[src/rtl/nqc_pkg.sv]
package nqc_pkg;

    localparam int MAX_HALF_WINDOW = 8;
    localparam int POSITION_BITS   = 16;

    localparam int Q_W        = 8;
    localparam int HALF_REG_W = 4;
    localparam int CFG_IDX_W  = 2;
    localparam int CFG_DATA_W = 8;

    localparam int WIN_DEPTH = 2 * MAX_HALF_WINDOW + 1;
    localparam int H_W       = $clog2(MAX_HALF_WINDOW + 1);
    localparam int OFF_W     = $clog2(WIN_DEPTH);
    localparam int CMP_W     = (H_W > HALF_REG_W) ? H_W : HALF_REG_W;

    localparam int RESULT_BITS = POSITION_BITS + 1 + Q_W + 1;
    localparam int TDATA_W     = ((RESULT_BITS + 7) / 8) * 8;

    localparam logic [Q_W-1:0]        Q_MAX              = '1;
    localparam logic [CFG_DATA_W-1:0] PRIMARY_RESET      = 8'd20;
    localparam logic [CFG_DATA_W-1:0] SECONDARY_RESET    = 8'd15;
    localparam logic [HALF_REG_W-1:0] WINDOW_HALF_RESET  = 4'd5;

    typedef enum logic [CFG_IDX_W-1:0] {
        REG_PRIMARY     = 2'd0,
        REG_SECONDARY   = 2'd1,
        REG_WINDOW_HALF = 2'd2
    } t_reg_idx;

    typedef logic [CMP_W-1:0] t_cmp;

    typedef struct packed {
        logic                     has_neighbor;
        logic [Q_W-1:0]           lowest_neighbor;
        logic                     pass;
        logic [POSITION_BITS-1:0] position;
        logic                     last_result;
    } t_result;

endpackage

[src/rtl/neighborhood_quality_check_unit.sv]
// a result is scored from the registered window once the request completing its
// window (h later bases, or the read's last base) is accepted, then registered in
// the output buffer on o_m; throughput while it has room: one base per cycle
// within a read; the read's last base releases up to h+1 results, one per cycle,
// and input waits for them; synchronous active-low reset clears the counters and
// output buffer and restores register defaults; the quality window is not cleared
module neighborhood_quality_check_unit
    import nqc_pkg::*;
(
    input  logic                  i_clk,
    input  logic                  i_rst_n,
    input  logic                  i_s_tvalid,
    output logic                  o_s_tready,
    input  logic [Q_W-1:0]        i_s_tdata,   // [7:0] quality
    input  logic                  i_s_tlast,
    output logic                  o_m_tvalid,
    input  logic                  i_m_tready,
    output logic [TDATA_W-1:0]    o_m_tdata,   // position, pass, lowest_neighbor, has_neighbor
    output logic                  o_m_tlast,
    input  logic                  i_cfg_valid,
    output logic                  o_cfg_ready,
    input  logic [CFG_IDX_W-1:0]  i_cfg_index,
    input  logic [CFG_DATA_W-1:0] i_cfg_data
);

    logic [CFG_DATA_W-1:0]    r_primary;
    logic [CFG_DATA_W-1:0]    r_secondary;
    logic [HALF_REG_W-1:0]    r_window_half;
    logic [Q_W-1:0]           r_win [WIN_DEPTH];
    logic [POSITION_BITS-1:0] r_recv;
    logic [POSITION_BITS-1:0] r_next;
    logic                     r_flush;
    logic [H_W-1:0]           r_h_step;
    logic [POSITION_BITS-1:0] n_recv;
    logic [POSITION_BITS-1:0] n_next;
    logic                     n_flush;
    logic [H_W-1:0]           n_h_step;

    logic [H_W-1:0]           eff_h;
    logic [POSITION_BITS-1:0] pending;
    logic [H_W-1:0]           center_off;
    logic [H_W-1:0]           lead;
    logic [H_W-1:0]           trail;
    logic                     need;
    logic                     last_emit;
    logic                     final_emit;
    logic                     buf_ready;
    logic                     do_emit;
    logic                     s_accept;
    t_result                  score;
    t_result                  out_res;

    // configuration
    assign o_cfg_ready = 1'b1;

    always_ff @(posedge i_clk) begin
        if (!i_rst_n) begin
            r_primary     <= PRIMARY_RESET;
            r_secondary   <= SECONDARY_RESET;
            r_window_half <= WINDOW_HALF_RESET;
        end else if (i_cfg_valid) begin
            case (t_reg_idx'(i_cfg_index))
                REG_PRIMARY:     r_primary     <= i_cfg_data;
                REG_SECONDARY:   r_secondary   <= i_cfg_data;
                REG_WINDOW_HALF: r_window_half <= i_cfg_data[HALF_REG_W-1:0];
                default: ;
            endcase
        end
    end

    assign eff_h = (t_cmp'(r_window_half) > t_cmp'(MAX_HALF_WINDOW))
                   ? H_W'(MAX_HALF_WINDOW) : H_W'(r_window_half);

    // emit control, h is the value taken with the latest request
    assign pending    = r_recv - r_next;
    assign need       = (pending != '0) && (r_flush || pending > POSITION_BITS'(r_h_step));
    assign last_emit  = r_flush ? (pending == POSITION_BITS'(1))
                                : (pending == POSITION_BITS'(r_h_step) + POSITION_BITS'(1));
    assign final_emit = r_flush && (pending == POSITION_BITS'(1));
    assign do_emit    = need && buf_ready;
    assign o_s_tready = !need || (buf_ready && last_emit);
    assign s_accept   = i_s_tvalid && o_s_tready;

    assign center_off = H_W'(pending - POSITION_BITS'(1));
    assign trail      = (center_off < r_h_step) ? center_off : r_h_step;
    assign lead       = (r_next < POSITION_BITS'(r_h_step)) ? H_W'(r_next) : r_h_step;

    always_comb begin
        n_recv   = r_recv;
        n_next   = r_next;
        n_flush  = r_flush;
        n_h_step = r_h_step;
        if (do_emit) begin
            if (final_emit) begin
                n_recv  = '0;
                n_next  = '0;
                n_flush = 1'b0;
            end else begin
                n_next = r_next + POSITION_BITS'(1);
            end
        end
        if (s_accept) begin
            n_recv   = n_recv + POSITION_BITS'(1);
            n_flush  = i_s_tlast;
            n_h_step = eff_h;
        end
    end

    always_ff @(posedge i_clk) begin
        if (!i_rst_n) begin
            r_recv   <= '0;
            r_next   <= '0;
            r_flush  <= 1'b0;
            r_h_step <= '0;
        end else begin
            r_recv   <= n_recv;
            r_next   <= n_next;
            r_flush  <= n_flush;
            r_h_step <= n_h_step;
        end
    end

    // tap 0 holds the newest base
    always_ff @(posedge i_clk) begin
        if (s_accept) begin
            r_win[0] <= i_s_tdata;
            for (int j = 1; j < WIN_DEPTH; j++) begin
                r_win[j] <= r_win[j-1];
            end
        end
    end

    nqc_score u_score (
        .i_win        (r_win),
        .i_center_off (center_off),
        .i_lead       (lead),
        .i_trail      (trail),
        .i_position   (r_next),
        .i_final      (final_emit),
        .i_primary    (r_primary),
        .i_secondary  (r_secondary),
        .o_result     (score)
    );

    nqc_out_buf u_out_buf (
        .i_clk    (i_clk),
        .i_rst_n  (i_rst_n),
        .i_valid  (need),
        .i_result (score),
        .o_ready  (buf_ready),
        .o_valid  (o_m_tvalid),
        .o_result (out_res),
        .i_ready  (i_m_tready)
    );

    assign o_m_tdata = TDATA_W'({out_res.has_neighbor, out_res.lowest_neighbor,
                                 out_res.pass, out_res.position});
    assign o_m_tlast = out_res.last_result;

`ifndef SYNTH
    a_pending_bound: assert property (@(posedge i_clk) disable iff (!i_rst_n)
        pending <= POSITION_BITS'(MAX_HALF_WINDOW + 1))
        else $error("pending positions exceed the window");

    a_flush_nonempty: assert property (@(posedge i_clk) disable iff (!i_rst_n)
        r_flush |-> pending != '0)
        else $error("flush active with nothing pending");

    a_final_resets: assert property (@(posedge i_clk) disable iff (!i_rst_n)
        (do_emit && final_emit) |=> (r_next == '0 && !(r_flush && pending == '0)))
        else $error("read counters not cleared after final result");
`endif

endmodule

[src/rtl/nqc_score.sv]
module nqc_score
    import nqc_pkg::*;
(
    input  logic [Q_W-1:0]           i_win [WIN_DEPTH],
    input  logic [H_W-1:0]           i_center_off,
    input  logic [H_W-1:0]           i_lead,
    input  logic [H_W-1:0]           i_trail,
    input  logic [POSITION_BITS-1:0] i_position,
    input  logic                     i_final,
    input  logic [CFG_DATA_W-1:0]    i_primary,
    input  logic [CFG_DATA_W-1:0]    i_secondary,
    output t_result                  o_result
);

    localparam int TREE_N = 1 << $clog2(WIN_DEPTH);

    logic [OFF_W:0]   center_ext;
    logic [OFF_W:0]   lo_off;
    logic [OFF_W:0]   hi_off;
    logic [Q_W-1:0]   node [2*TREE_N-1];
    logic [Q_W-1:0]   center_q;
    logic [Q_W-1:0]   lowest;
    logic             has;

    assign center_ext = (OFF_W+1)'(i_center_off);
    assign lo_off     = center_ext - (OFF_W+1)'(i_trail);
    assign hi_off     = center_ext + (OFF_W+1)'(i_lead);

    // leaves: taps inside the clipped window, center left out
    for (genvar j = 0; j < TREE_N; j++) begin : g_leaf
        if (j < WIN_DEPTH) begin : g_tap
            localparam logic [OFF_W:0] J = (OFF_W+1)'(j);
            assign node[TREE_N-1+j] = (J != center_ext && J >= lo_off && J <= hi_off)
                                      ? i_win[j] : Q_MAX;
        end else begin : g_pad
            assign node[TREE_N-1+j] = Q_MAX;
        end
    end

    for (genvar i = 0; i < TREE_N - 1; i++) begin : g_node
        assign node[i] = (node[2*i+1] < node[2*i+2]) ? node[2*i+1] : node[2*i+2];
    end

    assign lowest   = node[0];
    assign center_q = i_win[OFF_W'(i_center_off)];
    assign has      = (i_lead != '0) || (i_trail != '0);

    always_comb begin
        o_result.position        = i_position;
        o_result.lowest_neighbor = lowest;
        o_result.has_neighbor    = has;
        o_result.last_result     = i_final;
        o_result.pass            = (center_q > i_primary) && (!has || lowest > i_secondary);
    end

endmodule

[src/rtl/nqc_out_buf.sv]
module nqc_out_buf
    import nqc_pkg::*;
(
    input  logic    i_clk,
    input  logic    i_rst_n,
    input  logic    i_valid,
    input  t_result i_result,
    output logic    o_ready,
    output logic    o_valid,
    output t_result o_result,
    input  logic    i_ready
);

    logic    r_main_valid;
    logic    r_skid_valid;
    t_result r_main;
    t_result r_skid;
    logic    n_main_valid;
    logic    n_skid_valid;
    logic    load;

    assign o_ready  = !r_skid_valid;
    assign o_valid  = r_main_valid;
    assign o_result = r_main;
    assign load     = i_valid && !r_skid_valid;

    always_comb begin
        n_main_valid = r_main_valid;
        n_skid_valid = r_skid_valid;
        if (r_skid_valid) begin
            if (i_ready) begin
                n_skid_valid = 1'b0;
            end
        end else if (load) begin
            if (r_main_valid && !i_ready) begin
                n_skid_valid = 1'b1;
            end else begin
                n_main_valid = 1'b1;
            end
        end else if (i_ready) begin
            n_main_valid = 1'b0;
        end
    end

    always_ff @(posedge i_clk) begin
        if (!i_rst_n) begin
            r_main_valid <= 1'b0;
            r_skid_valid <= 1'b0;
        end else begin
            r_main_valid <= n_main_valid;
            r_skid_valid <= n_skid_valid;
        end
    end

    always_ff @(posedge i_clk) begin
        if (r_skid_valid) begin
            if (i_ready) begin
                r_main <= r_skid;
            end
        end else if (load) begin
            if (r_main_valid && !i_ready) begin
                r_skid <= i_result;
            end else begin
                r_main <= i_result;
            end
        end
    end

endmodule
[config.mk]
export PLATFORM = sky130hd
export DESIGN_NAME = neighborhood_quality_check_unit
export DESIGN_NICKNAME = d
export VERILOG_FILES = /design/src/rtl/nqc_pkg.sv /design/src/rtl/neighborhood_quality_check_unit.sv /design/src/rtl/nqc_score.sv /design/src/rtl/nqc_out_buf.sv
export SDC_FILE = /design/constraint.sdc
export NUM_CORES = 1
export LEC_CHECK = 0
export BUFFER_PORTS_ARGS = -buffer_cell sky130_fd_sc_hd__buf_2
export CORE_MARGIN = 2
export CORE_UTILIZATION = 29
export CTS_CLUSTER_DIAMETER = 40
export DETAILED_ROUTE_END_ITERATION = 12
export SLEW_MARGIN = 20
export SYNTH_ARGS = -nofsm -noshare
export SYNTH_HDL_FRONTEND = slang
export SYNTH_SLANG_ARGS = --single-unit
[constraint.sdc]
create_clock -name i_clk -period 24 [get_ports i_clk]
set_input_delay 2.4 -clock i_clk [delete_from_list [all_inputs] [get_ports i_clk]]
set_output_delay 2.4 -clock i_clk [all_outputs]
set_load 0.05 [all_outputs]
# ---- Word-level counts from Yosys, hierarchy flattened
# Index checks and enable logic that the tools add are counted.
dict set report classes {
  n_eq_ne 22
  n_addsub 7
  n_mux 62
  reduce_logical 64
  n_lt_le_gt_ge 61
  bitwise_logic 2
}
# cell n
set ops {}
lappend ops {{8-bit two-way mux} 39}
lappend ops {{8-bit less-than comparator} 16}
lappend ops {{27-bit two-way mux} 4}
lappend ops {{16-bit two-way mux} 4}
lappend ops {{4-bit by 6-bit >= comparator with 1-bit output (first input constant)} 8}
lappend ops {{4-bit by 6-bit less-or-equal comparator with 1-bit output (first input constant)} 8}
lappend ops {{8-bit binary-select mux with 5-bit select} 1}
lappend ops {{1-bit logical AND} 40}
lappend ops {{16-bit by 1-bit adder with 16-bit output (second input constant)} 2}
lappend ops {{8-bit less-than comparator (second input constant)} 4}
lappend ops {{4-bit != test (first input constant)} 8}
lappend ops {{3-bit by 6-bit >= comparator with 1-bit output (first input constant)} 4}
lappend ops {{3-bit by 6-bit less-or-equal comparator with 1-bit output (first input constant)} 4}
lappend ops {{16-bit by 1-bit == test with 1-bit output (second input constant)} 1}
lappend ops {{16-bit by 5-bit == test with 1-bit output} 1}
lappend ops {{16-bit by 4-bit > comparator with 1-bit output} 1}
lappend ops {{8-bit > comparator} 2}
lappend ops {{16-bit by 4-bit less-than comparator with 1-bit output} 1}
lappend ops {{3-bit by 4-bit != test with 1-bit output (first input constant)} 4}
lappend ops {{16-bit nonzero test} 1}
lappend ops {{16-bit subtractor} 1}
lappend ops {{1-bit by 6-bit >= comparator with 1-bit output (first input constant)} 2}
lappend ops {{2-bit by 6-bit >= comparator with 1-bit output (first input constant)} 2}
lappend ops {{1-bit by 6-bit less-or-equal comparator with 1-bit output (first input constant)} 2}
lappend ops {{other kinds (28)} 58}
dict set report totals {
  out_inout_bits 36
  inputBits 24
  wordCells 254
  reg_bits 249
}

# ---- Logic depth before layout (Yosys ltp)
# Gate-level depths: netlist of the first run.
dict set report logic_depth {
  ltp_word 25
  depth_mapped 82
  ltp_nobuf 78
}

# ---- Modules after synthesis
# A second synthesis of the first run with hierarchy kept.
dict set report unflattened {
  cells_unflattened 1883
  hier_area_um2 18512.8
}
# module cells_per_inst instances seq_area_each_um2 area_per_inst_um2
set modules_own_cells {}
lappend modules_own_cells {neighborhood_quality_check_unit 660 1 5225.0 8187.9}
lappend modules_own_cells {nqc_score 1125 1 0.0 8144.1}
lappend modules_own_cells {nqc_out_buf 98 1 1661.6 2180.8}

# ---- Worst setup path after synthesis of the first run
# Ideal clock, no wire load.
dict set report synth_timing {
  path_kind {reg-to-reg}
  start {register r_recv[0]}
  end {register u_out_buf.r_main (netlist bit u_out_buf.o_result[17]) (data pin)}
  required_time_ns 23.740
  period_less_slack_ns 14.793
  path_stages_with_launch 80
  n_path_buf 6
  path_slack_ns 9.207
  t_arrival_ns 14.533
  cell_sequence {dfxtp_1 > inv_1 > ha_1 > fa_1 > xor2_2 > inv_2 > nor3_2 > xor3_2 > buf_6 > inv_2 > buf_6 > clkbuf_1 > ha_1 > a21oi_1 > mux2_2 > ha_1 > inv_1 > fa_1 > (+44 left out) > a21oi_1 > nor2_1 > nor2_1 > nand2_1 > a21o_1 > buf_6 > a21oi_1 > ha_1 > nor2b_1 > o21a_1 > o21ai_0 > nand2b_1 > a21oi_1 > nor2_1 > a211oi_1 > o21ai_0 > o311a_1 > mux2_2}
}
# element line
set synth_rtl {}
lappend synth_rtl {{start: declaration} neighborhood_quality_check_unit.sv:30} ;# logic [POSITION_BITS-1:0] r_recv;
lappend synth_rtl {{start signal: assignment} neighborhood_quality_check_unit.sv:116} ;# r_recv <= n_recv;
lappend synth_rtl {{end signal: assignment} nqc_out_buf.sv:58} ;# r_main <= r_skid;
lappend synth_rtl {{end signal: assignment} nqc_out_buf.sv:64} ;# r_main <= i_result;
lappend synth_rtl {{end: declaration} nqc_out_buf.sv:16} ;# t_result r_main;

==> metrics.yaml, run 1 <==
status: "complete, no violations"
netlist_top_cells_count: "nor2_1 (208), edfxtp_1 (190), nand2_1 (176)"
period_share: 0.727
synth_top_cell_by_area: "edfxtp_1"
async_reset_ff_frac: 0
antenna_cells: 0
period_minus_slack_ns: 17.44
antenna_found_initial: 0
routed_via_density: 5.35
synth_enable_flop_cells: 190
ant_nets: 0
synth_flop_cell: "edfxtp_1"
cts_buffers: 37
synth.top_cell.area_share: 0.313
area_growth_pct: 12.7
worstPathArrival_ns: 17.71
critPathRequiredTime_ns: 24.27
critPathMaxFanout: 39
relSlewSlack: 0.281
slowest_stage: "a31oi_1"
grt_pass1_wl_um: 82900
cts_resized: 0
cts.clk_slew.worst_paths_ns: 0.06
yosysSeqAreaShare: 0.377
track_usage: 0.164
start_util: 0.295
drc: 0
layout-drive-gt1-share: 0.127
worst_pin_slew_ns: 1.08
rows: 91
nets: 2135
setup_viol: 0
core-area_mm2: 0.0619
yosysMostFrequentCell: "nor2_1"
fmax_mhz: 57.3
io_pins: 60
grt_max_degree: 72
syn_inst: 1907
drv_cap: 0
dp_hpwl_um: 41800
syn-mean-instance-area_um2: 9.57
finalHoldViolCount: 0
critical_path_buf_inv_count: 6
clk_path_buf_depth: 3
dieArea_mm2: 0.0649
vias: 15100
fin_setup_tns_ns: 0
syn-cell-area_mm2: 0.0182
die_h_um: 255
overflow: 0
drt_iter0_drc: 1274
worst_setup_path_end_kind: "flip-flop"
tritoncts: "done"
synth_cell_types: 102
wire_per_inst_um: 19.0
post_cts_buffers: 0
io_buffer_count: 52
cp_top_family: "compound AO/OA/AOI/OAI gates"
cp-start-kind: "flip-flop"
fin_skew_ns: 0.0234
routed_wl_um: 53500
ys_top_cells_by_area: "edfxtp_1 (31%), ha_1 (11%), dfxtp_1 (6.5%)"
hold_class: "reg -> reg"
first_pass_iters: 5
cts_root_buf: "clkbuf_16"
critPathMaxStageDelay_ns: 0.68
clock_sinks: 249
insertion_delay_ns: 0.54
ys_seq_elements: 249
globalplace.congestion: 0.927
crit_type: "reg -> reg"
rsz0062_at_grt: "no"
postCtsHoldBufs: 0
yosys_warnings: 0
drv_slew: 0
die_w_um: 255
grt_pass1_vias: 14500
cts.htree.levels: 2
-- metal layers --
layer	vias to the layer above	wire, um	global-route usage	share of wire
met5	-	0	0	0
met4	0	2100	0.0677	0.039
met3	105	4470	0.0475	0.083
met2	489	24000	0.262	0.45
met1	7207	23000	0.208	0.43
li1	7251	-	-	-
-- cell families after synthesis --
family                   share of synthesized area
AO/OA/AOI/OAI                                0.203
other                                     0.000412
multiplexers                                0.0833
XOR/XNOR                                    0.0143
adder cells (fa/ha/maj)                      0.112
AND/OR/NAND/NOR                              0.166
flip-flops                                   0.377
buffers and inverters                       0.0438
-- path summary, 6_finish.rpt --
check / slack [ns] / depth (start not counted) / to / from
max: 6.56 / 67 / u_out_buf.o_result[17] / r_next[0]
max reg2reg: 6.56 / 67 / u_out_buf.o_result[17] / r_next[0]
min: 0.46 / 2 / r_secondary[6] / r_secondary[6]
min reg2reg: 0.46 / 2 / r_secondary[6] / r_secondary[6]
-- per-stage QoR --
stage | setup WS (ns) | hold WS (ns) | std cells | area [um2] | util
global route | 5.20 | 0.491 | 2813 | 20600 | 0.332
CTS | 6.62 | 0.460 | 2812 | 20500 | 0.332
floorplan | 9.21 | 0.424 | 1912 | 18300 | -
global placement | 7.02 | 0.442 | 2748 | 19400 | 0.313
detailed placement | 6.69 | 0.450 | 2748 | 19400 | 0.313
finish | 6.56 | 0.459 | 2813 | 20600 | 0.332
-- cell type report --
cell class | instances | area, um2
fill | 6337 | 41400
clock inverter | 22 | 231
clock buffer | 42 | 945
inverter | 132 | 495
sequential | 249 | 6890
timing repair buffer | 65 | 358
multi-input combinational | 1466 | 10600
tap | 837 | 1050
-- placed cells by master, fill, tap and decap left out, types with 10 or more instances in the layout --
master / n
a21o_1: 42
a211oi_1: 17
dfxtp_1: 58
a2111oi_0: 12
o21ai_0: 94
a31oi_1: 17
a21oi_1: 118
nand2_1: 176
and2_1: 11
o21a_1: 31
buf_2: 52
ha_1: 156
o211ai_1: 25
inv_1: 130
and3_1: 12
a21boi_0: 10
clkbuf_16: 37
edfxtp_1: 190
nand3_1: 47
nor2_1: 208
o31ai_1: 13
buf_4: 13
nand2b_1: 31
mux4_2: 32
nor2b_1: 22
mux2_2: 28
nor4_1: 14
nor3_1: 32
xnor2_1: 20
a211o_1: 16
or2_2: 24
or3_1: 10
mux2i_1: 45
nand4_1: 26
-- registers in the layout (all words and copies together) (netlist names) --
signal                  cells
u_out_buf.r_skid           27
r_win                     136
r_recv                     16
r_secondary                 8
r_next                     16
u_out_buf.o_result         27
r_flush                     1
u_out_buf.o_valid           1
r_h_step                    4
u_out_buf.r_skid_valid      1
r_primary                   8
r_window_half               4
-- tightest hold or removal path: stages, from the launching register on --
cell,delay [ns]
dfxtp_1,0.31
nand2_1,0.05
a21oi_1,0.05
Power of run 1 is left out: the tool's default activity adds up to more than one toggle a clock period on the data nets, which glitch-free logic cannot reach.
==> run 2, diff against run 1 <==
ABC_AREA = 1   (was unset)
clock period = 14.58 ns   (was 24 ns; I/O delays follow)
==> metrics.yaml, run 2 <==
tritoncts: "done"
io_buffer_count: 52  # unchanged
drc: 0  # unchanged
period_minus_slack_ns: 13.41  # -4.03 ns
vias: 15000  # -0.16%
ys_seq_elements: 249  # unchanged
finalHoldViolCount: 0  # unchanged
worst_pin_slew_ns: 0.990  # -0.0881 ns
synth_flop_cell: "edfxtp_1"
grt_max_degree: 75  # +4.2%
nets: 2415  # +13%
ant_nets: 0  # unchanged
ys_top_cells_by_area: "edfxtp_1 (33%), nand2_1 (12%), ha_1 (11%)"
first_pass_iters: 5  # unchanged
grt_use_met3: 0.0245  # -0.0230
clock_sinks: 249  # unchanged
drt_iter0_drc: 1122  # -12%
routed_wl_um: 48900  # -8.5%
critPathMostFrequentCell: "nand2_1"
period_share: 0.920  # +0.193
rsz0062_at_grt: "no"
area_growth_pct: 15.9
routed_via_density: 4.94  # -7.6%
syn-cell-area_mm2: 0.0172  # -6.0%
hold_class: "reg -> reg"
largest_reg_flops: 136  # unchanged
slowest_stage: "fa_1"
globalplace.congestion: 0.915  # -1.3%
relSlewSlack: 0.340  # +0.0587
fmax_mhz: 74.6  # +30%
netlist_top_cells_count: "nand2_1 (542), nor2_1 (236), inv_1 (213)"
core-area_mm2: 0.0588  # -5.1%
synth_cell_types: 58  # -43%
track_usage: 0.161  # -0.00356
multi_input_area_mm2: 0.00927  # -12%
busiest_layer: "met2"
yosys_warnings: 0  # unchanged
yosysMostFrequentCell: "nand2_1"
critPathRequiredTime_ns: 15.02  # -9.25 ns
cts.clk_slew.worst_paths_ns: 0.06  # about the same
grt_pass1_wl_um: 77900  # -5.9%
antenna_found_initial: 0  # unchanged
layout-drive-gt1-share: 0.118  # -0.00925
drv_slew: 0  # unchanged
status: "complete, no violations"
top_register: "r_win"
use_met2: 0.261  # -0.00136
cts_root_buf: "clkbuf_16"
clk_path_buf_depth: 3  # unchanged
register_area_mm2: 0.00689  # about the same
yosysSeqAreaShare: 0.401  # +0.0240
worstPathArrival_ns: 13.85  # -3.86 ns
async_reset_ff_frac: 0  # unchanged
postCtsHoldBufs: 0  # unchanged
synth_enable_flop_cells: 190  # unchanged
wire_per_inst_um: 16.1  # -15%
drv_cap: 0  # unchanged
critPathMaxStageDelay_ns: 0.70  # +0.02 ns
crit_type: "reg -> reg"
final_common_cell: "nand2_1"
fin_skew_ns: 0.0323  # +0.00885 ns
insertion_delay_ns: 0.59  # +0.05 ns
critPathMaxFanout: 15  # -62%
worst_setup_path_end_kind: "flip-flop"
overflow: 0  # unchanged
antenna_cells: 0  # unchanged
dieArea_mm2: 0.0611  # -5.9%
grt_pass1_vias: 14300  # -1.7%
final_cell_mix: "nand2_1 (541), nor2_1 (235), inv_1 (209)"
die_w_um: 247  # -3.0%
synth.top_cell.area_share: 0.333  # +0.0199
syn_inst: 2174  # +14%
cts.htree.levels: 2  # unchanged
nFillCells: 6101  # -3.7%
rows: 89  # -2.2%
start_util: 0.292  # -0.00283
reg2reg_slack_ns: 1.17  # -5.39 ns
setup_viol: 0  # unchanged
fin_setup_tns_ns: 0  # unchanged
syn-mean-instance-area_um2: 7.89  # -18%
die_h_um: 247  # -3.0%
grt.met1_usage: 0.220  # +0.0121
cts_buffers: 45  # +22%
dp_hpwl_um: 37900  # -9.3%
io_pins: 60  # unchanged
cp-start-kind: "flip-flop"
synth_top_cell_by_area: "edfxtp_1"
run 2: changes by cell type in the layout (fill, tap and decap cells not counted), sizes merged, moves of 41 or more:
cell   delta
nand2   +428
inv      +98
nand3    +83
o21ai    +58
a21oi    +47
mux2i    -46
a21o     -41
run 2: what timing repair did:
item | 4_1_cts | 5_1_grt
setup buffers | 0 | 1
setup endpoints to repair | 0 | 2
gates resized for setup | 0 | 15
run 2: final cells by class:
class                   instances  share of cell area
clock buffers                  49              0.0574
clock inverters                34              0.0221
inverters                     222              0.0422
well taps                     773              0.0487
flip-flops and latches        249               0.347
multi-input cells            1652               0.467
repair buffers                 61              0.0165
run 2: cell families after synthesis:
| group | after synthesis | synth area share |
|---|---|---|
| buffers and inverters | 278 | 0.0630 |
| adders and majority gates | 160 | 0.118 |
| DFF | 249 | 0.401 |
| and+or+nand+nor | 1060 | 0.273 |
| AOI/OAI and AO/OA | 409 | 0.135 |
| xor gates and xnor gates | 16 | 0.00861 |
| other | 2 | 0.000438 |
run 2: metal layers:
metal  part of all wire  vias up  wire length, um
li1                   -     7516                -
met1               0.47     6990            23000
met2               0.45      435            21900
met3              0.058       87             2840
met4              0.026        0             1260
met5                  0        -                0
run 2: path summary, 6_finish.rpt:
kind,startpoint,end,cells past startpoint
max reg2reg,r_next[0],u_out_buf.o_result[17],66
min reg2reg,r_next[12],u_out_buf.r_skid[13],0
max,r_next[0],u_out_buf.o_result[17],66
min,r_next[12],u_out_buf.r_skid[13],0
run 2: critical path, delay by kind of cell, from the launching register on:
kind,cells,cell delay (ns)
AO/OA/AOI/OAI,20,4.86
adder cells (fa/ha/maj),12,3.95
AND/OR/NAND/NOR,28,3.27
buffers and inverters,6,0.77
flip-flops,1,0.38
run 2: metrics by stage:
stage                     utilization  worst slack (ns)  hold WS, ns  cells  instance area, um2
final                           0.338              1.17        0.436   3040               19900
after global routing            0.338            0.0573        0.441   3040               19900
after CTS                       0.337             0.386        0.432   3039               19800
after detailed placement        0.310             0.429        0.417   2956               18200
after global placement          0.310             0.671        0.412   2956               18200
after floorplan                     -              2.30        0.408   2179               17200
Power of run 2 is left out for the same reason.
